--- config.mk ---
export PLATFORM = sky130hd
export DESIGN_NAME = der_certificate_field_locator_top
export DESIGN_NICKNAME = d
export VERILOG_FILES = /design/src/design/dcfl_pkg.sv /design/src/design/dcfl_front.sv /design/src/design/dcfl_queue.sv /design/src/design/dcfl_back.sv /design/src/design/der_certificate_field_locator_top.sv
export VERILOG_INCLUDE_DIRS = /design/src /design/src/design
export SDC_FILE = /design/constraint.sdc
export NUM_CORES = 1
export LEC_CHECK = 0
export BUFFER_PORTS_ARGS = -buffer_cell sky130_fd_sc_hd__buf_2
export CAP_MARGIN = 20
export CORE_ASPECT_RATIO = 0.5
export CORE_UTILIZATION = 65
export CTS_CLUSTER_DIAMETER = 40
export DETAILED_ROUTE_END_ITERATION = 16
export PLACE_DENSITY = 0.8
export SLEW_MARGIN = 20
export SYNTH_ARGS = -nofsm -noshare
export SYNTH_HDL_FRONTEND = slang
export SYNTH_SLANG_ARGS = --single-unit
--- constraint.sdc ---
create_clock -name clk -period 25.4 [get_ports clk]
set_input_delay 6.35 -clock clk [delete_from_list [all_inputs] [get_ports clk]]
set_output_delay 6.35 -clock clk [all_outputs]
set_load 0.1 [all_outputs]
--- src/design/der_certificate_field_locator_top_macros.svh ---
// ----------------------------------------------------------------------------
// DER certificate field locator: assertion macros
// Clocked on clk and disabled while rst_n is low.
// ----------------------------------------------------------------------------
`ifndef DER_CERTIFICATE_FIELD_LOCATOR_TOP_MACROS_SVH
`define DER_CERTIFICATE_FIELD_LOCATOR_TOP_MACROS_SVH

// Implication in the same cycle.
`define DCFL_ASSERT_SAME(label, ante, cons, msg) \
  label: assert property (@(posedge clk) disable iff (!rst_n) (ante) |-> (cons)) \
    else $error(msg);

// Implication in the next cycle.
`define DCFL_ASSERT_NEXT(label, ante, cons, msg) \
  label: assert property (@(posedge clk) disable iff (!rst_n) (ante) |=> (cons)) \
    else $error(msg);

`endif

--- src/design/dcfl_pkg.sv ---
// ----------------------------------------------------------------------------
// DER certificate field locator package
// Result and queue entry types, status codes and field identifiers.
// ----------------------------------------------------------------------------
`default_nettype none

package dcfl_pkg;

  localparam logic [1:0] ST_FIELD = 2'd0;
  localparam logic [1:0] ST_DONE  = 2'd1;
  localparam logic [1:0] ST_FAIL  = 2'd2;

  localparam logic [2:0] FID_NONE       = 3'd0;
  localparam logic [2:0] FID_SERIAL_HDR = 3'd0;
  localparam logic [2:0] FID_SERIAL     = 3'd1;
  localparam logic [2:0] FID_ISSUER_HDR = 3'd2;
  localparam logic [2:0] FID_VALIDITY   = 3'd3;
  localparam logic [2:0] FID_SUBJ_HDR   = 3'd4;
  localparam logic [2:0] FID_KEY_INFO   = 3'd5;

  localparam logic [7:0] LONG_FORM_BIT  = 8'h80;
  localparam logic [7:0] LEN_COUNT_MASK = 8'h7f;
  localparam logic [7:0] VERSION_MASK   = 8'ha0;

  typedef struct packed {
    logic [1:0]  status;
    logic [2:0]  field_id;
    logic [15:0] offset;
    logic [15:0] length;
  } dcfl_res_t;

  // One queue entry carries every result that a single byte causes.
  typedef struct packed {
    logic      two;
    dcfl_res_t res0;
    dcfl_res_t res1;
  } dcfl_entry_t;

  typedef struct packed {
    logic full;
    logic empty;
  } dcfl_q_status_t;

endpackage

`default_nettype wire

--- src/design/dcfl_front.sv ---
// ----------------------------------------------------------------------------
// DER certificate field locator: front end
// Walks the tag-length headers byte by byte and builds result entries.
// ----------------------------------------------------------------------------
`default_nettype none

module dcfl_front
  import dcfl_pkg::*;
#(
  parameter int LEN_BITS = 16
) (
  input  wire logic        clk,
  input  wire logic        rst_n,
  input  wire logic        in_fire,
  input  wire logic [7:0]  in_data_byte,
  input  wire logic        in_first,
  input  wire logic [15:0] in_total_length,
  output logic             push,
  output dcfl_entry_t      push_entry
);

  typedef enum logic [3:0] {
    PH_IDLE, PH_CERT, PH_TBS, PH_FIRST, PH_VERSION, PH_SERIAL, PH_ALG,
    PH_ISSUER, PH_VALID, PH_SUBJECT, PH_KEY, PH_DONE, PH_FAIL
  } phase_t;

  localparam logic [1:0] HS_TAG  = 2'd0;
  localparam logic [1:0] HS_LEN  = 2'd1;
  localparam logic [1:0] HS_LONG = 2'd2;

  phase_t              phase_r, phase_nxt;
  logic [1:0]          hstep_r, hstep_nxt;
  logic [6:0]          lbl_r, lbl_nxt;
  logic [31:0]         acc_r, acc_nxt;
  logic [7:0]          hbytes_r, hbytes_nxt;
  logic [LEN_BITS-1:0] hstart_r, hstart_nxt;
  logic [LEN_BITS-1:0] bpos_r, bpos_nxt;
  logic [LEN_BITS-1:0] rtot_r, rtot_nxt;
  logic [LEN_BITS-1:0] rcert_r, rcert_nxt;
  logic [LEN_BITS-1:0] rtbs_r, rtbs_nxt;
  logic [LEN_BITS-1:0] skip_r, skip_nxt;

  always_comb begin
    logic                active;
    logic                hdr_done;
    logic                hdr_fail;
    logic [LEN_BITS-1:0] rem;
    logic [LEN_BITS-1:0] coff;
    logic [15:0]         len_hdr;

    phase_nxt  = phase_r;
    hstep_nxt  = hstep_r;
    lbl_nxt    = lbl_r;
    acc_nxt    = acc_r;
    hbytes_nxt = hbytes_r;
    hstart_nxt = hstart_r;
    bpos_nxt   = bpos_r;
    rtot_nxt   = rtot_r;
    rcert_nxt  = rcert_r;
    rtbs_nxt   = rtbs_r;
    skip_nxt   = skip_r;
    push       = 1'b0;
    push_entry = '0;
    active     = 1'b0;
    hdr_done   = 1'b0;
    hdr_fail   = 1'b0;
    rem        = '0;
    coff       = '0;
    len_hdr    = '0;

    if (in_fire) begin
      if (in_first) begin
        phase_nxt  = PH_CERT;
        hstep_nxt  = HS_TAG;
        lbl_nxt    = '0;
        acc_nxt    = '0;
        hbytes_nxt = '0;
        hstart_nxt = '0;
        bpos_nxt   = '0;
        rtot_nxt   = LEN_BITS'(in_total_length);
        rcert_nxt  = '0;
        rtbs_nxt   = '0;
        skip_nxt   = '0;
        active     = 1'b1;
      end else begin
        active = !(phase_r == PH_IDLE || phase_r == PH_DONE || phase_r == PH_FAIL);
      end

      if (active) begin
        if (phase_nxt != PH_CERT && phase_nxt != PH_TBS && skip_nxt != '0 &&
            hstep_nxt == HS_TAG) begin
          // Passing over the content of an element that is not reported.
          skip_nxt = skip_nxt - LEN_BITS'(1);
          rtbs_nxt = rtbs_nxt - LEN_BITS'(1);
        end else begin
          if (phase_nxt == PH_FIRST) begin
            phase_nxt = ((in_data_byte & VERSION_MASK) == VERSION_MASK) ? PH_VERSION
                                                                        : PH_SERIAL;
          end
          case (phase_nxt)
            PH_CERT: rem = rtot_nxt;
            PH_TBS:  rem = rcert_nxt;
            default: rem = rtbs_nxt;
          endcase

          if (rem == '0) begin
            hdr_fail = 1'b1;
          end else begin
            rem = rem - LEN_BITS'(1);
            if (hstep_nxt == HS_TAG) begin
              if (in_data_byte == 8'h00) begin
                hdr_fail = 1'b1;
              end else begin
                hstart_nxt = bpos_nxt;
                hbytes_nxt = 8'd1;
                hstep_nxt  = HS_LEN;
              end
            end else begin
              hbytes_nxt = hbytes_nxt + 8'd1;
              if (hstep_nxt == HS_LEN) begin
                if ((in_data_byte & LONG_FORM_BIT) != 8'h00) begin
                  lbl_nxt = 7'(in_data_byte & LEN_COUNT_MASK);
                  acc_nxt = '0;
                  if (lbl_nxt != 7'd0) begin
                    hstep_nxt = HS_LONG;
                  end else begin
                    hdr_done = 1'b1;
                  end
                end else begin
                  acc_nxt  = {24'h000000, in_data_byte};
                  hdr_done = 1'b1;
                end
              end else begin
                acc_nxt = {acc_nxt[23:0], in_data_byte};
                lbl_nxt = lbl_nxt - 7'd1;
                if (lbl_nxt == 7'd0) begin
                  hdr_done = 1'b1;
                end
              end
            end
            if (hdr_done) begin
              hstep_nxt = HS_TAG;
              if (acc_nxt > 32'(rem)) begin
                hdr_fail = 1'b1;
                hdr_done = 1'b0;
              end
            end
          end

          case (phase_nxt)
            PH_CERT: rtot_nxt  = rem;
            PH_TBS:  rcert_nxt = rem;
            default: rtbs_nxt  = rem;
          endcase

          if (hdr_done) begin
            coff    = hstart_nxt + LEN_BITS'(hbytes_nxt);
            len_hdr = acc_nxt[15:0] + {8'h00, hbytes_nxt};
            unique case (phase_nxt)
              PH_CERT: begin
                rcert_nxt = LEN_BITS'(acc_nxt);
                phase_nxt = PH_TBS;
              end
              PH_TBS: begin
                rtbs_nxt  = LEN_BITS'(acc_nxt);
                phase_nxt = PH_FIRST;
              end
              PH_VERSION: begin
                skip_nxt  = LEN_BITS'(acc_nxt);
                phase_nxt = PH_SERIAL;
              end
              PH_SERIAL: begin
                skip_nxt   = LEN_BITS'(acc_nxt);
                push       = 1'b1;
                push_entry.two  = 1'b1;
                push_entry.res0 = '{ST_FIELD, FID_SERIAL_HDR, 16'(hstart_nxt), len_hdr};
                push_entry.res1 = '{ST_FIELD, FID_SERIAL, 16'(coff), acc_nxt[15:0]};
                phase_nxt  = PH_ALG;
              end
              PH_ALG: begin
                skip_nxt  = LEN_BITS'(acc_nxt);
                phase_nxt = PH_ISSUER;
              end
              PH_ISSUER: begin
                skip_nxt   = LEN_BITS'(acc_nxt);
                push       = 1'b1;
                push_entry.res0 = '{ST_FIELD, FID_ISSUER_HDR, 16'(hstart_nxt), len_hdr};
                phase_nxt  = PH_VALID;
              end
              PH_VALID: begin
                skip_nxt   = LEN_BITS'(acc_nxt);
                push       = 1'b1;
                push_entry.res0 = '{ST_FIELD, FID_VALIDITY, 16'(coff), acc_nxt[15:0]};
                phase_nxt  = PH_SUBJECT;
              end
              PH_SUBJECT: begin
                skip_nxt   = LEN_BITS'(acc_nxt);
                push       = 1'b1;
                push_entry.res0 = '{ST_FIELD, FID_SUBJ_HDR, 16'(hstart_nxt), len_hdr};
                phase_nxt  = PH_KEY;
              end
              PH_KEY: begin
                skip_nxt   = LEN_BITS'(acc_nxt);
                push       = 1'b1;
                push_entry.two  = 1'b1;
                push_entry.res0 = '{ST_FIELD, FID_KEY_INFO, 16'(coff), acc_nxt[15:0]};
                push_entry.res1 = '{ST_DONE, FID_NONE, 16'h0000, 16'h0000};
                phase_nxt  = PH_DONE;
              end
              default: begin
                phase_nxt = PH_FAIL;
              end
            endcase
          end
        end

        if (hdr_fail) begin
          push       = 1'b1;
          push_entry = '0;
          push_entry.res0 = '{ST_FAIL, FID_NONE, 16'(bpos_nxt), 16'h0000};
          phase_nxt  = PH_FAIL;
        end
        bpos_nxt = bpos_nxt + LEN_BITS'(1);
      end
    end
  end

  always_ff @(posedge clk) begin
    if (!rst_n) begin
      phase_r  <= PH_IDLE;
      hstep_r  <= HS_TAG;
      lbl_r    <= '0;
      acc_r    <= '0;
      hbytes_r <= '0;
      hstart_r <= '0;
      bpos_r   <= '0;
      rtot_r   <= '0;
      rcert_r  <= '0;
      rtbs_r   <= '0;
      skip_r   <= '0;
    end else begin
      phase_r  <= phase_nxt;
      hstep_r  <= hstep_nxt;
      lbl_r    <= lbl_nxt;
      acc_r    <= acc_nxt;
      hbytes_r <= hbytes_nxt;
      hstart_r <= hstart_nxt;
      bpos_r   <= bpos_nxt;
      rtot_r   <= rtot_nxt;
      rcert_r  <= rcert_nxt;
      rtbs_r   <= rtbs_nxt;
      skip_r   <= skip_nxt;
    end
  end

endmodule

`default_nettype wire

--- src/design/dcfl_queue.sv ---
// ----------------------------------------------------------------------------
// DER certificate field locator: entry queue
// Small first-in first-out register queue between front and back ends.
// ----------------------------------------------------------------------------
`default_nettype none

module dcfl_queue
  import dcfl_pkg::*;
#(
  parameter int DEPTH = 4
) (
  input  wire logic     clk,
  input  wire logic     rst_n,
  input  wire logic     push,
  input  dcfl_entry_t   push_entry,
  input  wire logic     pop,
  output dcfl_entry_t   head,
  output dcfl_q_status_t status
);

  localparam int IDX_W = (DEPTH > 1) ? $clog2(DEPTH) : 1;
  localparam int CNT_W = $clog2(DEPTH + 1);
  localparam logic [IDX_W-1:0] LAST_IDX = IDX_W'(DEPTH - 1);

  dcfl_entry_t      slot_r [DEPTH];
  logic [IDX_W-1:0] wr_ptr_r, wr_ptr_nxt;
  logic [IDX_W-1:0] rd_ptr_r, rd_ptr_nxt;
  logic [CNT_W-1:0] cnt_r, cnt_nxt;

  assign head         = slot_r[rd_ptr_r];
  assign status.full  = (cnt_r == CNT_W'(DEPTH));
  assign status.empty = (cnt_r == '0);

  always_comb begin
    wr_ptr_nxt = wr_ptr_r;
    rd_ptr_nxt = rd_ptr_r;
    cnt_nxt    = cnt_r;
    if (push) begin
      wr_ptr_nxt = (wr_ptr_r == LAST_IDX) ? '0 : wr_ptr_r + IDX_W'(1);
    end
    if (pop) begin
      rd_ptr_nxt = (rd_ptr_r == LAST_IDX) ? '0 : rd_ptr_r + IDX_W'(1);
    end
    if (push && !pop) begin
      cnt_nxt = cnt_r + CNT_W'(1);
    end else if (pop && !push) begin
      cnt_nxt = cnt_r - CNT_W'(1);
    end
  end

  always_ff @(posedge clk) begin
    if (push) begin
      slot_r[wr_ptr_r] <= push_entry;
    end
  end

  always_ff @(posedge clk) begin
    if (!rst_n) begin
      wr_ptr_r <= '0;
      rd_ptr_r <= '0;
      cnt_r    <= '0;
    end else begin
      wr_ptr_r <= wr_ptr_nxt;
      rd_ptr_r <= rd_ptr_nxt;
      cnt_r    <= cnt_nxt;
    end
  end

endmodule

`default_nettype wire

--- src/design/dcfl_back.sv ---
// ----------------------------------------------------------------------------
// DER certificate field locator: back end
// Unpacks queue entries into single results held in the output register.
// ----------------------------------------------------------------------------
`default_nettype none

module dcfl_back
  import dcfl_pkg::*;
(
  input  wire logic       clk,
  input  wire logic       rst_n,
  input  dcfl_entry_t     head,
  input  dcfl_q_status_t  q_status,
  output logic            pop,
  input  wire logic       out_stall,
  output logic            out_valid,
  output logic [1:0]      out_status,
  output logic [2:0]      out_field_id,
  output logic [15:0]     out_field_offset,
  output logic [15:0]     out_field_length,
  output logic            out_last_of_run
);

  logic      valid_r, valid_nxt;
  logic      half_r, half_nxt;
  dcfl_res_t res_r, res_nxt;
  logic      last_r, last_nxt;
  logic      load;

  // The output register may take a new result when empty or being drained.
  assign load = !valid_r || !out_stall;

  always_comb begin
    valid_nxt = valid_r;
    half_nxt  = half_r;
    res_nxt   = res_r;
    last_nxt  = last_r;
    pop       = 1'b0;
    if (load) begin
      valid_nxt = !q_status.empty;
      if (!q_status.empty) begin
        if (head.two && !half_r) begin
          res_nxt  = head.res0;
          last_nxt = 1'b0;
          half_nxt = 1'b1;
        end else begin
          res_nxt  = half_r ? head.res1 : head.res0;
          last_nxt = 1'b1;
          half_nxt = 1'b0;
          pop      = 1'b1;
        end
      end
    end
  end

  always_ff @(posedge clk) begin
    if (!rst_n) begin
      valid_r <= 1'b0;
      half_r  <= 1'b0;
    end else begin
      valid_r <= valid_nxt;
      half_r  <= half_nxt;
    end
    res_r  <= res_nxt;
    last_r <= last_nxt;
  end

  assign out_valid        = valid_r;
  assign out_status       = res_r.status;
  assign out_field_id     = res_r.field_id;
  assign out_field_offset = res_r.offset;
  assign out_field_length = res_r.length;
  assign out_last_of_run  = last_r;

endmodule

`default_nettype wire

--- src/design/der_certificate_field_locator_top.sv ---
// ----------------------------------------------------------------------------
// DER certificate field locator, top level
// A byte's results are written into the entry queue, then into the output register.
// Throughput: one byte per cycle when not stalled; a byte's results leave in turn.
// The input stalls only while the QUEUE_DEPTH entry queue is full.
// Reset (rst_n low, synchronous) idles the parser and empties the queue.
// ----------------------------------------------------------------------------
`default_nettype none

`include "der_certificate_field_locator_top_macros.svh"

module der_certificate_field_locator_top
  import dcfl_pkg::*;
#(
  parameter int LEN_BITS    = 16,
  parameter int QUEUE_DEPTH = 4
) (
  input  wire logic        clk,
  input  wire logic        rst_n,
  input  wire logic        in_valid,
  output logic             in_stall,
  input  wire logic [7:0]  in_data_byte,
  input  wire logic        in_first,
  input  wire logic [15:0] in_total_length,
  output logic             out_valid,
  input  wire logic        out_stall,
  output logic [1:0]       out_status,
  output logic [2:0]       out_field_id,
  output logic [15:0]      out_field_offset,
  output logic [15:0]      out_field_length,
  output logic             out_last_of_run
);

  // The front end decodes every byte in the cycle of its transfer and, when
  // the byte completes a reported header or fails the parse, writes one
  // entry holding all of that byte's results into the queue. Bytes that
  // cause no result leave the queue untouched, so long runs of skipped
  // content flow at full rate during output stalls until the queue is full.
  // The back end reads the head entry and presents its results one at a
  // time from a registered output stage.

  logic           in_fire;
  logic           push;
  logic           pop;
  dcfl_entry_t    push_entry;
  dcfl_entry_t    head;
  dcfl_q_status_t q_status;

  // Stall is taken from the registered queue fill only, never from in_valid.
  assign in_stall = q_status.full;
  assign in_fire  = in_valid && !in_stall;

  dcfl_front #(
    .LEN_BITS (LEN_BITS)
  ) u_front (
    .clk             (clk),
    .rst_n           (rst_n),
    .in_fire         (in_fire),
    .in_data_byte    (in_data_byte),
    .in_first        (in_first),
    .in_total_length (in_total_length),
    .push            (push),
    .push_entry      (push_entry)
  );

  dcfl_queue #(
    .DEPTH (QUEUE_DEPTH)
  ) u_queue (
    .clk        (clk),
    .rst_n      (rst_n),
    .push       (push),
    .push_entry (push_entry),
    .pop        (pop),
    .head       (head),
    .status     (q_status)
  );

  dcfl_back u_back (
    .clk              (clk),
    .rst_n            (rst_n),
    .head             (head),
    .q_status         (q_status),
    .pop              (pop),
    .out_stall        (out_stall),
    .out_valid        (out_valid),
    .out_status       (out_status),
    .out_field_id     (out_field_id),
    .out_field_offset (out_field_offset),
    .out_field_length (out_field_length),
    .out_last_of_run  (out_last_of_run)
  );

  // A write into a full queue would overwrite an entry not yet delivered.
  `DCFL_ASSERT_SAME(a_no_push_when_full, push, !q_status.full, "queue written while full")

  // Completion and failure are always the final result of their byte.
  `DCFL_ASSERT_SAME(a_end_is_last,
    out_valid && (out_status == ST_DONE || out_status == ST_FAIL), out_last_of_run,
    "completion or failure result not marked last")

  // The serial with header is always followed by the serial content.
  `DCFL_ASSERT_SAME(a_serial_hdr_not_last,
    out_valid && out_status == ST_FIELD && out_field_id == FID_SERIAL_HDR,
    !out_last_of_run, "serial with header marked last")

  // The second result of a byte follows its first without a gap.
  `DCFL_ASSERT_NEXT(a_second_follows,
    out_valid && !out_stall && !out_last_of_run,
    out_valid && out_last_of_run, "second result of a byte did not follow")

endmodule

`default_nettype wire

==> results by group, run 1 <==
Worst setup path
  • CP arrival: 14.47 ns
  • Cells on worst reg2reg path: 23
  • CP Class: in -> reg
  • CP max FO: 68
  • CP Capture Type: flip-flop
  • Startpoint Class: primary input
  • Worst endpoint required time: 25.73 ns

Clocking
  • Root buffer cell: clkbuf_16
  • Maximum buffer depth of the clock tree: 3
  • Sink Count: 482
  • Hold-fix buffers at CTS: 0
  • # H-tree levels: 2
  • CTS tree: yes
  • Post-CTS setup buffers: 0
  • Clk_lat worst skew: 0.59 ns
  • Num CTS Buffers: 45
  • Clk slew on worst S/H paths: 0.06 ns
  • Post_cts resized: 0

Pwr
  • Peak supply drop: 0.0501 mV
  • Sw frac: 36.0%
  • Pint: 1.41 mW
  • PwrDens: 82.5 nW/um^2
  • Comb power frac: 28.5%
  • Clock share of power: 29.8%
  • Static leakage: 9.43 nW
  • Reg power frac: 41.7%
  • Switch Pwr: 0.797 mW

Route
  • Drt first pass iters: 8
  • Post-DRT Antenna Nets: 0
  • Vias/cell: 6.89
  • Via Count: 19058
  • Iter 0 DRT Violations: 2683
  • DR WL/cell: 25.2 um
  • DRT Wirelength: 69.8 mm
  • DR DRC count: 0

Cells and area
  • Design area: 26800 sq um
  • Final nets: 2322
  • Layout cells sized above 1: 14.8%
  • Fill cell count: 2468
  • Layout area overhead: 8.81%

Logic synthesis
  • Mean Syn Cell Area: 11.0 sq um
  • Cell count after synthesis: 2231
  • Netlist cell types: 91
  • Post-synth EDFFs: 322
  • Most used DFF post-synth: edfxtp_1
  • Sequential-to-total area share from yosys stat: 52.2%
  • Flops & latches, synth: 482
  • Ys async rst share: 0%
  • Syn_nets: 2308
  • Mapped cell area: 24600 sq um
  • Synth Warn #: 0

Die
  • Die W: 277 um
  • Chip height: 140 um
  • Die area: 38700 sq um
  • I/O pins: 69
  • Core area: 36600 sq um
  • Row cnt: 49
  • Initial Utilization: 67.3%

Timing
  • Fmax: 70.7 MHz
  • Unrepaired setup endpoints after global routing: false
  • Max-slew headroom: 23.3%
  • Final worst slack: 11.26 ns
  • Final min period: 14.14 ns
  • Worst-Margin Slew: 1.15 ns
  • Tcrit/Tclk final: 55.7%
  • Fin Setup TNS: 0 ns
  • Setup Skew: 0.0341 ns
  • Max Slew Vio Count: 0
  • Final setup viols: 0
  • Count of final hold-check violations: 0

Hold path
  • Hold Crit Class: reg -> reg
  • Hold Path Depth: 2

Job
  • Max-cap violations: 0

Place
  • IO buf count: 68
  • Post-DP HPWL: 45.4 mm
  • Gp weighted congestion: 1.03
  • Area post-placement: 25400 sq um
  • Setup WS pre-CTS: 11.04 ns

GRT
  • GR Overflow Total: 0
  • Vias in the first global route: 17566
  • Total GRT Usage: 36.1%
  • First-pass GRT wire length: 106 mm
  • Initial antenna violation count: 1
  • Pin count of the biggest net entering global routing: 94

Run status
  • Status: finished, final reports clean
[through the flow]
step | power [mW] | hold WS (ns) | util (%) | cells
floorplan | 1.39 | 0.433 | - | 2231
global placement | 1.54 | 0.450 | 69.4 | 2682
detailed placement | 1.55 | 0.453 | 69.4 | 2682
CTS | 2.20 | 0.467 | 73.2 | 2765
global route | 2.29 | 0.478 | 73.3 | 2765
finish | 2.21 | 0.466 | 73.3 | 2766
[cells in the final DEF (no fill, tap or decap), types with 12 or more instances in the layout]
cell type,n
a211oi_1,14
a21boi_0,43
a21o_1,16
a21oi_1,146
a22oi_1,34
a31oi_1,15
and2_1,37
and3_1,14
buf_2,66
buf_4,45
clkbuf_16,45
dfxtp_1,157
edfxtp_1,322
ha_1,45
inv_1,40
mux2_2,37
mux2i_1,27
mux4_2,71
nand2_1,239
nand2b_1,15
nand3_1,39
nand4_1,18
nor2_1,171
nor2b_1,61
nor3_1,45
nor3b_1,27
nor4_1,12
o211a_1,19
o211ai_1,18
o21a_1,13
o21ai_0,98
o22ai_1,21
or3_1,17
xnor2_1,47
xor2_1,22
[per-layer routing]
| metal | global-route usage [%] | vias to the layer above | wire [um] |
|---|---|---|---|
| met3 | 10.5 | 168 | 8950 |
| met2 | 53.6 | 1168 | 30500 |
| met1 | 51.7 | 9299 | 28400 |
| met4 | 10.3 | 0 | 1930 |
| met5 | 0 | - | 0 |
| li1 | - | 8423 | - |
[Yosys cell counts, drive strengths merged (39+ instances only)]
| cell type | number | area [sq um] |
|---|---|---|
| edfxtp | 322 | 9670 |
| nand2 | 242 | 916 |
| nor2 | 177 | 693 |
| dfxtp | 160 | 3200 |
| a21oi | 149 | 753 |
| o21ai | 105 | 526 |
| clkbuf | 99 | 372 |
| mux4 | 71 | 1600 |
| nor2b | 65 | 407 |
| nor3 | 48 | 257 |
| xnor2 | 47 | 412 |
| a21boi | 46 | 345 |
| buf | 45 | 226 |
| ha | 45 | 563 |
| inv | 42 | 158 |
| nand3 | 39 | 195 |
[critical path, cell delays in order]
cell	delay [ns]
buf_4	0.39
buf_4	0.51
buf_4	0.71
nor2_1	0.34
and3_1	0.27
a211oi_1	0.36
nor4b_2	0.73
and4_1	0.44
buf_4	0.38
nor2_1	0.15
a21oi_1	0.34
ha_1	0.24
inv_1	0.06
fa_1	0.42
nor2b_1	0.12
o21ai_0	0.13
a21boi_0	0.32
o21ai_0	0.17
a21boi_0	0.30
o21ai_0	0.19
a2111oi_1	0.78
nand2_1	0.16
xnor2_1	0.16
o22ai_1	0.36
[kinds of logic after synthesis]
family	after synthesis	synth area share [%]
AO/OA/AOI/OAI	563	15.3
multiplexers	135	9.28
flip-flops	482	52.2
adder cells (fa/ha/maj)	48	2.53
AND/OR/NAND/NOR	747	15.0
XOR/XNOR	70	2.52
buffers and inverters	186	3.07
[registers in the layout, summed over array words and instances, names as in the netlist, 4 cells and up, named ones only]
name and cells:
u_front.rtot_r 16, u_back.out_field_length 16, u_front.phase_r 4, u_front.bpos_r 16, u_queue.slot_r 284, u_front.acc_r 32
u_front.rtbs_r 16, u_front.lbl_r 7, u_front.hstart_r 16, u_front.rcert_r 16, u_back.out_field_offset 16, u_front.hbytes_r 8
u_front.skip_r 16
[path summary, 6_finish.rpt]
kind / startpoint / end / slack (ns)
worst min-delay path: u_front.rtot_r[4] / u_front.rtot_r[4] / 0.47
worst min register to register: u_front.rtot_r[4] / u_front.rtot_r[4] / 0.47
worst max register to register: u_front.phase_r[0] / u_queue.slot_r[2][51] / 17.48
worst max-delay path: in_first / u_queue.slot_r[2][51] / 11.26
[power by group through the flow]
stage	registers, mW	logic, mW	clock network (mW)
floorplan	1.06	0.334	0
global placement	0.936	0.607	0
detailed placement	0.938	0.614	0
CTS	0.921	0.618	0.663
global route	0.928	0.666	0.692
finish	0.922	0.630	0.660
[layout make-up]
type / instances / area [sq um] / share of cell area, %
multi-input cells: 1563 / 11100 / 41.4
flip-flops and latches: 482 / 12900 / 48.0
repair buffers: 111 / 668 / 2.49
well taps: 484 / 606 / 2.26
clock inverters: 26 / 225 / 0.840
clock buffers: 57 / 1180 / 4.40
inverters: 42 / 158 / 0.588
diodes: 1 / 2.50 / 0.00933
No activity file was read; power rests on OpenSTA's default activity.
==> run 2: changes to the inputs <==
Settings changed: CORE_UTILIZATION 65 to 57, PLACE_DENSITY 0.8 to 0.74.
Clock period 25.4 ns to 12 ns, I/O delays scaled along.
==> run 2 against run 1 <==
Combinational power up 110%. Setup slack lost 9.0 ns. Count of clock-buffer cells in the layout grew 6. Design area increased by 1.5%. Sequential power is 110% higher. Critical path depth is 3 lower. Non-clock buffer count up 4. Clock power increased by 130%. Worst hold slack worse by 0.0035 ns. Routed wire length fell by 1.3%. Largest power group unchanged.
==> results by group, run 2 (synthesis gave the netlist of run 1 again) <==
Run status
  • Status: finished, final reports clean (unchanged)

Route
  • DR WL/cell: 24.0 um (was 25.2 um)
  • Post-DRT Antenna Nets: 0 (unchanged)
  • DRT Wirelength: 68.9 mm (was 69.8 mm)
  • Vias/cell: 6.48 (was 6.89)
  • Drt first pass iters: 5 (was 8)
  • Via Count: 18575 (was 19058)
  • Iter 0 DRT Violations: 2634 (was 2683)
  • DR DRC count: 0 (unchanged)

GRT
  • Total GRT Usage: 31.5% (was 36.1%)
  • First-pass GRT wire length: 105 mm (was 106 mm)
  • GR Overflow Total: 0 (unchanged)
  • Vias in the first global route: 17608 (was 17566)
  • Pin count of the biggest net entering global routing: 90 (was 94)
  • Initial antenna violation count: 1 (unchanged)

Cells and area
  • Ant. Diodes: 0 (was 1)
  • Most frequent cells in the layout: edfxtp_1 (322), nand2_1 (239), nor2_1 (169) (was edfxtp_1 (322), nand2_1 (239), nor2_1 (171))
  • Largest Register: u_queue.slot_r (unchanged)
  • Final nets: 2329 (was 2322)
  • Layout cells sized above 1: 15.6% (was 14.8%)
  • Layout area overhead: 10.5% (was 8.81%)
  • Fill cell count: 3244 (was 2468)
  • Top flop regs: u_queue.slot_r (284), u_front.acc_r (32) (unchanged)
  • Most common cell after layout, fill and taps aside: edfxtp_1 (unchanged)
  • Design area: 27200 sq um (was 26800 sq um)
  • Largest register FFs: 284 (unchanged)

Hold path
  • Hold Path Sink: u_front.rtot_r[14] (was u_front.rtot_r[4])
  • Hold Path Depth: 2 (unchanged)
  • Hold Crit Class: reg -> reg (unchanged)
  • Min-delay src: u_front.rtot_r[14] (was u_front.rtot_r[4])

Worst setup path
  • CP arrival: 10.05 ns (was 14.47 ns)
  • Cells on worst reg2reg path: 20 (was 23)
  • Crit Reg-Reg Endpoint: u_queue.slot_r[0][49] (was u_queue.slot_r[2][51])
  • Worst reg2reg setup slack: 4.14 ns (was 17.48 ns)
  • CP max FO: 73 (was 68)
  • Cell chain of the critical path: buf_4 > nor3_2 > nand2_2 > o21ai_0 > nor4b_2 > and4_1 > nor2_1 > a21oi_1 > ha_1 > inv_1 > fa_1 > nor2b_1 > o21ai_0 > a21boi_0 > o21ai_0 > a21boi_0 > o21ai_0 > a2111oi_1 > nand2_1 > xnor2_1 > o22ai_1 (was buf_4 > buf_4 > buf_4 > nor2_1 > and3_1 > a211oi_1 > nor4b_2 > and4_1 > buf_4 > nor2_1 > a21oi_1 > ha_1 > inv_1 > fa_1 > nor2b_1 > o21ai_0 > a21boi_0 > o21ai_0 > a21boi_0 > o21ai_0 > a2111oi_1 > nand2_1 > xnor2_1 > o22ai_1)
  • CP Capture Type: flip-flop (unchanged)
  • CP Class: in -> reg (unchanged)
  • CP max stage delay: 0.99 ns (was 0.78 ns)
  • Crit path top cell by count: o21ai_0 (was buf_4)
  • WP buf/inv: 2 (was 5)
  • Worst endpoint required time: 12.35 ns (was 25.73 ns)
  • Startpoint Class: primary input (unchanged)
  • Slowest cell on crit path: and4_1 (was a2111oi_1)
  • CP top delay family: simple AND/OR/NAND/NOR gates (was compound AO/OA/AOI/OAI gates)
  • Worst R2R Start: u_front.phase_r[0] (unchanged)

Clocking
  • Maximum buffer depth of the clock tree: 3 (unchanged)
  • Clk slew on worst S/H paths: 0.06 ns (about the same)
  • Hold-fix buffers at CTS: 0 (unchanged)
  • Post_cts resized: 0 (unchanged)
  • Num CTS Buffers: 48 (was 45)
  • CTS tree: yes (unchanged)
  • # H-tree levels: 2 (unchanged)
  • Sink Count: 482 (unchanged)
  • Post-CTS setup buffers: 0 (unchanged)
  • Clk_lat worst skew: 0.61 ns (was 0.59 ns)
  • Root buffer cell: clkbuf_16 (unchanged)

Timing
  • Max Slew Vio Count: 0 (unchanged)
  • Final worst slack: 2.30 ns (was 11.26 ns)
  • Final min period: 9.70 ns
  • Fin Hold WS: 0.463 ns (was 0.466 ns)
  • Unrepaired setup endpoints after global routing: false (unchanged)
  • Fmax: 103 MHz
  • Worst-Margin Slew: 1.15 ns (about the same)
  • Count of final hold-check violations: 0 (unchanged)
  • Final setup viols: 0 (unchanged)
  • Tcrit/Tclk final: 80.8%
  • Setup Skew: 0.0354 ns (was 0.0341 ns)
  • Max-slew headroom: 23.6% (was 23.3%)
  • Fin Setup TNS: 0 ns (unchanged)

Place
  • Gp weighted congestion: 0.992 (was 1.03)
  • Setup WS pre-CTS: 2.05 ns (was 11.04 ns)
  • Post-DP HPWL: 45.4 mm (about the same)
  • Area post-placement: 25600 sq um (was 25400 sq um)
  • IO buf count: 68 (unchanged)

Die
  • Row cnt: 53 (was 49)
  • Die area: 44100 sq um (was 38700 sq um)
  • Core area: 42300 sq um (was 36600 sq um)
  • Initial Utilization: 58.3% (was 67.3%)
  • I/O pins: 69 (unchanged)
  • Chip height: 149 um (was 140 um)
  • Die W: 296 um (was 277 um)

Pwr
  • Peak supply drop: 0.138 mV (was 0.0501 mV)
  • PwrDens: 177 nW/um^2 (was 82.5 nW/um^2)
  • Static leakage: 9.53 nW (was 9.43 nW)

Job
  • Max-cap violations: 0 (unchanged)
## run 2: where the power goes
| part | switching [mW] | internal, mW | total [mW] | leakage [nW] |
|---|---|---|---|---|
| clock | 0.691 | 0.830 | 1.52 | 0.757 |
| combinational | 0.941 | 0.391 | 1.33 | 4.37 |
| sequential | 0.0892 | 1.87 | 1.96 | 4.40 |
| total | 1.72 | 3.09 | 4.81 | 9.53 |
## run 2: worst max path at each step
stage / start / to / slack, ns / cells after the start
floorplan: in_first / u_queue.slot_r[0][0] / 1.27 / 20
global placement: in_first / u_queue.slot_r[2][60] / 2.14 / 19
detailed placement: in_first / u_queue.slot_r[2][59] / 2.05 / 19
CTS: in_first / u_queue.slot_r[2][55] / 2.63 / 20
global route: in_first / u_queue.slot_r[0][49] / 1.90 / 21
finish: in_first / u_queue.slot_r[0][49] / 2.30 / 21
## run 2: area by class of cell
cell class,instances,area (sq um),area share (%)
Clock inverter,26,295,1.08
Inverter,42,158,0.579
Tap cell,577,722,2.65
Multi-Input combinational cell,1563,11100,40.8
Clock buffer,63,1300,4.77
Sequential cell,482,12900,47.3
Timing Repair Buffer,115,763,2.80
## run 2: metrics by stage
step                      instances  total power, mW  util (%)
after floorplan                2231             2.95         -
after global placement         2777             3.29      60.5
after detailed placement       2777             3.30      60.5
after CTS                      2866             4.81      64.2
after global routing           2868             4.99      64.3
final                          2868             4.81      64.3
## run 2: layer usage
metal	vias up	wire, um	track usage (%)
met5	-	0	0
met4	0	2330	10.5
met3	165	7980	8.64
met2	974	29300	46.2
met1	8989	29400	45.5
li1	8447	-	-
## run 2: worst reg2reg max path, cell delays in order (launching register included)
cell,delay [ns]
dfxtp_1,0.84
or4b_1,0.74
o211ai_1,0.21
o21ai_0,0.33
nor4b_2,0.76
and4_1,0.99
nor2_1,0.23
a21oi_1,0.36
ha_1,0.25
inv_1,0.06
fa_1,0.43
nor2b_1,0.17
o21ai_0,0.14
a21boi_0,0.28
o21ai_0,0.15
a21boi_0,0.25
o21ai_0,0.22
a2111oi_1,0.59
nand2_1,0.15
xnor2_1,0.14
o22ai_1,0.32
==> run 3: changes to the inputs <==
Settings changed: CORE_UTILIZATION 57 to 63, PLACE_DENSITY 0.74 to 0.77.
Clock period 12 ns to 10.2 ns, I/O delays scaled along.
==> run 3 against run 2 <==
Combinational power is 17% higher. Routed wire length is 0.64% lower. Utilization is 6.9 points higher. Largest cell class unchanged. Sequential power is 17% higher. Final cell count is 2.1% lower. Die area is 9.4% lower. Highest routed layer is now met5. Setup slack worse by 0.79 ns. First-iteration DRC count is 8.4% lower. Via count is 0.88% higher.
==> results by group, run 3 (synthesis gave the netlist of run 1 again) <==
Run status
  • Status: finished, final reports clean (unchanged)

Route
  • Via Count: 18739 (was 18575)
  • DR DRC count: 0 (unchanged)
  • Vias/cell: 6.67 (was 6.48)
  • Drt first pass iters: 8 (was 5)
  • DR WL/cell: 24.4 um (was 24.0 um)
  • Iter 0 DRT Violations: 2413 (was 2634)
  • DRT Wirelength: 68.5 mm (was 68.9 mm)
  • Post-DRT Antenna Nets: 0 (unchanged)

Place
  • IO buf count: 68 (unchanged)
  • Placed Instances: 2724 (was 2777)
  • Gp weighted congestion: 0.995 (was 0.992)
  • Post-DP HPWL: 45.3 mm (was 45.4 mm)

Clocking
  • Num CTS Buffers: 46 (was 48)
  • # H-tree levels: 2 (unchanged)
  • Root buffer cell: clkbuf_16 (unchanged)
  • Sink Count: 482 (unchanged)
  • Clk slew on worst S/H paths: 0.07 ns (was 0.06 ns)
  • Post_cts resized: 0 (unchanged)
  • Clk_lat worst skew: 0.59 ns (was 0.61 ns)
  • Post-CTS setup buffers: 0 (unchanged)
  • Hold-fix buffers at CTS: 0 (unchanged)
  • CTS tree: yes (unchanged)
  • Maximum buffer depth of the clock tree: 3 (unchanged)

GRT
  • First-pass GRT wire length: 104 mm (was 105 mm)
  • M3 GR Usage: 11.1% (was 8.64%)
  • Total GRT Usage: 34.4% (was 31.5%)
  • M1 GR Usage: 47.8% (was 45.5%)
  • GR Overflow Total: 0 (unchanged)
  • Initial antenna violation count: 1 (unchanged)
  • Grt met2 use: 52.0% (was 46.2%)
  • Vias in the first global route: 17628 (was 17608)
  • Pin count of the biggest net entering global routing: 101 (was 90)
  • GRT Max-Usage Layer: met2 (unchanged)

Cells and area
  • Largest register FFs: 284 (unchanged)
  • Top flop regs: u_queue.slot_r (284), u_front.acc_r (32) (unchanged)
  • Final nets: 2329 (unchanged)
  • FF/Latch Area: 12900 sq um (unchanged)
  • Layout cells sized above 1: 15.3% (was 15.6%)
  • Largest Register: u_queue.slot_r (unchanged)
  • Final std cells w/o fill: 2808 (was 2868)
  • Most common cell after layout, fill and taps aside: edfxtp_1 (unchanged)
  • Fill cell count: 2712 (was 3244)
  • Layout area overhead: 9.79% (was 10.5%)
  • Most frequent cells in the layout: edfxtp_1 (322), nand2_1 (239), nor2_1 (171) (was edfxtp_1 (322), nand2_1 (239), nor2_1 (169))
  • Ant. Diodes: 0 (unchanged)
  • Footprint of the multi-input gates: 11100 sq um (about the same)

Worst setup path
  • Worst endpoint required time: 10.54 ns (was 12.35 ns)
  • CP Capture Type: flip-flop (unchanged)
  • CP arrival: 9.03 ns (was 10.05 ns)
  • CP max FO: 59 (was 73)
  • CP Class: in -> reg (unchanged)
  • Startpoint Class: primary input (unchanged)

Die
  • Core area: 38000 sq um (was 42300 sq um)
  • Initial Utilization: 64.9% (was 58.3%)
  • Chip height: 142 um (was 149 um)
  • I/O pins: 69 (unchanged)
  • Row cnt: 50 (was 53)
  • Die area: 40000 sq um (was 44100 sq um)
  • Die W: 282 um (was 296 um)

Timing
  • Final min period: 8.69 ns
  • Fmax: 115 MHz
  • Max Slew Vio Count: 0 (unchanged)
  • Setup Skew: 0.0212 ns (was 0.0354 ns)
  • Final setup viols: 0 (unchanged)
  • Worst-Margin Slew: 1.15 ns (about the same)
  • Fin Hold WS: 0.464 ns (was 0.463 ns)
  • Max-slew headroom: 22.9% (was 23.6%)
  • Tcrit/Tclk final: 85.2%
  • Unrepaired setup endpoints after global routing: false (unchanged)
  • Count of final hold-check violations: 0 (unchanged)

Job
  • Max-cap violations: 0 (unchanged)

Pwr
  • Peak supply drop: 0.163 mV (was 0.138 mV)
  • PwrDens: 206 nW/um^2 (was 177 nW/um^2)
  • Static leakage: 9.49 nW (was 9.53 nW)

Hold path
  • Hold Crit Class: reg -> reg (unchanged)
-- run 3: cell count changes in the layout (fill, tap and decap cells not counted), sizes merged --
cell | previous run | this run
clkbuf | 63 | 58
clkinv | 12 | 15
buf | 115 | 117
clkinvlp | 6 | 3
-- run 3: worst max-delay path, cell delays in order --
cell       delay (ns)
buf_4            0.51
buf_4            0.48
nor3b_1          0.24
a211oi_1         0.07
a221o_1          0.31
nor4_1           0.51
and4_1           0.66
nor2_1           0.20
a21oi_1          0.37
ha_1             0.24
inv_1            0.06
fa_1             0.42
nor2b_1          0.12
o21ai_0          0.10
a21boi_0         0.26
o21ai_0          0.16
a21boi_0         0.29
o21ai_0          0.19
a2111oi_1        0.61
nand2_1          0.15
xnor2_1          0.15
o22ai_1          0.35
-- run 3: area by class of cell --
class                   instances  area share (%)
flip-flops and latches        482            47.6
multi-input cells            1563            41.0
clock buffers                  58            4.57
repair buffers                117            2.87
well taps                     520            2.40
clock inverters                26           0.990
inverters                      42           0.583
-- run 3: final timing paths --
path	startpoint	slack, ns	cells after the start	to
worst min-delay path	u_front.rtot_r[15]	0.46	2	u_front.rtot_r[15]
worst min register to register	u_front.rtot_r[15]	0.46	2	u_front.rtot_r[15]
worst max-delay path	in_first	1.51	22	u_queue.slot_r[1][51]
worst max register to register	u_front.phase_r[1]	2.73	22	u_queue.slot_r[1][51]
-- run 3: power breakdown --
group | internal, mW | switching [mW] | leakage [nW] | total [mW]
combinational | 0.458 | 1.09 | 4.38 | 1.55
sequential | 2.20 | 0.105 | 4.39 | 2.30
clock | 0.930 | 0.791 | 0.724 | 1.72
-- run 3: metal layers --
metal  part of all wire, %  vias up
met3                    12      180
li1                      -     8431
met4                   2.9        2
met2                    43     1102
met5                 0.018        -
met1                    41     9024
-- run 3: per-stage QoR --
stage                     TNS, ns  utilization [%]  power [mW]  setup slack (ns)  cell area, sq um
after floorplan            -22.12                -        3.47           -0.0779             24600
after global placement          0             67.3        3.84              1.36             25600
after detailed placement        0             67.3        3.85              1.10             25600
after CTS                       0             71.3        5.55              1.64             27100
after global routing            0             71.3        5.76             0.991             27100
final                           0             71.3        5.57              1.51             27100
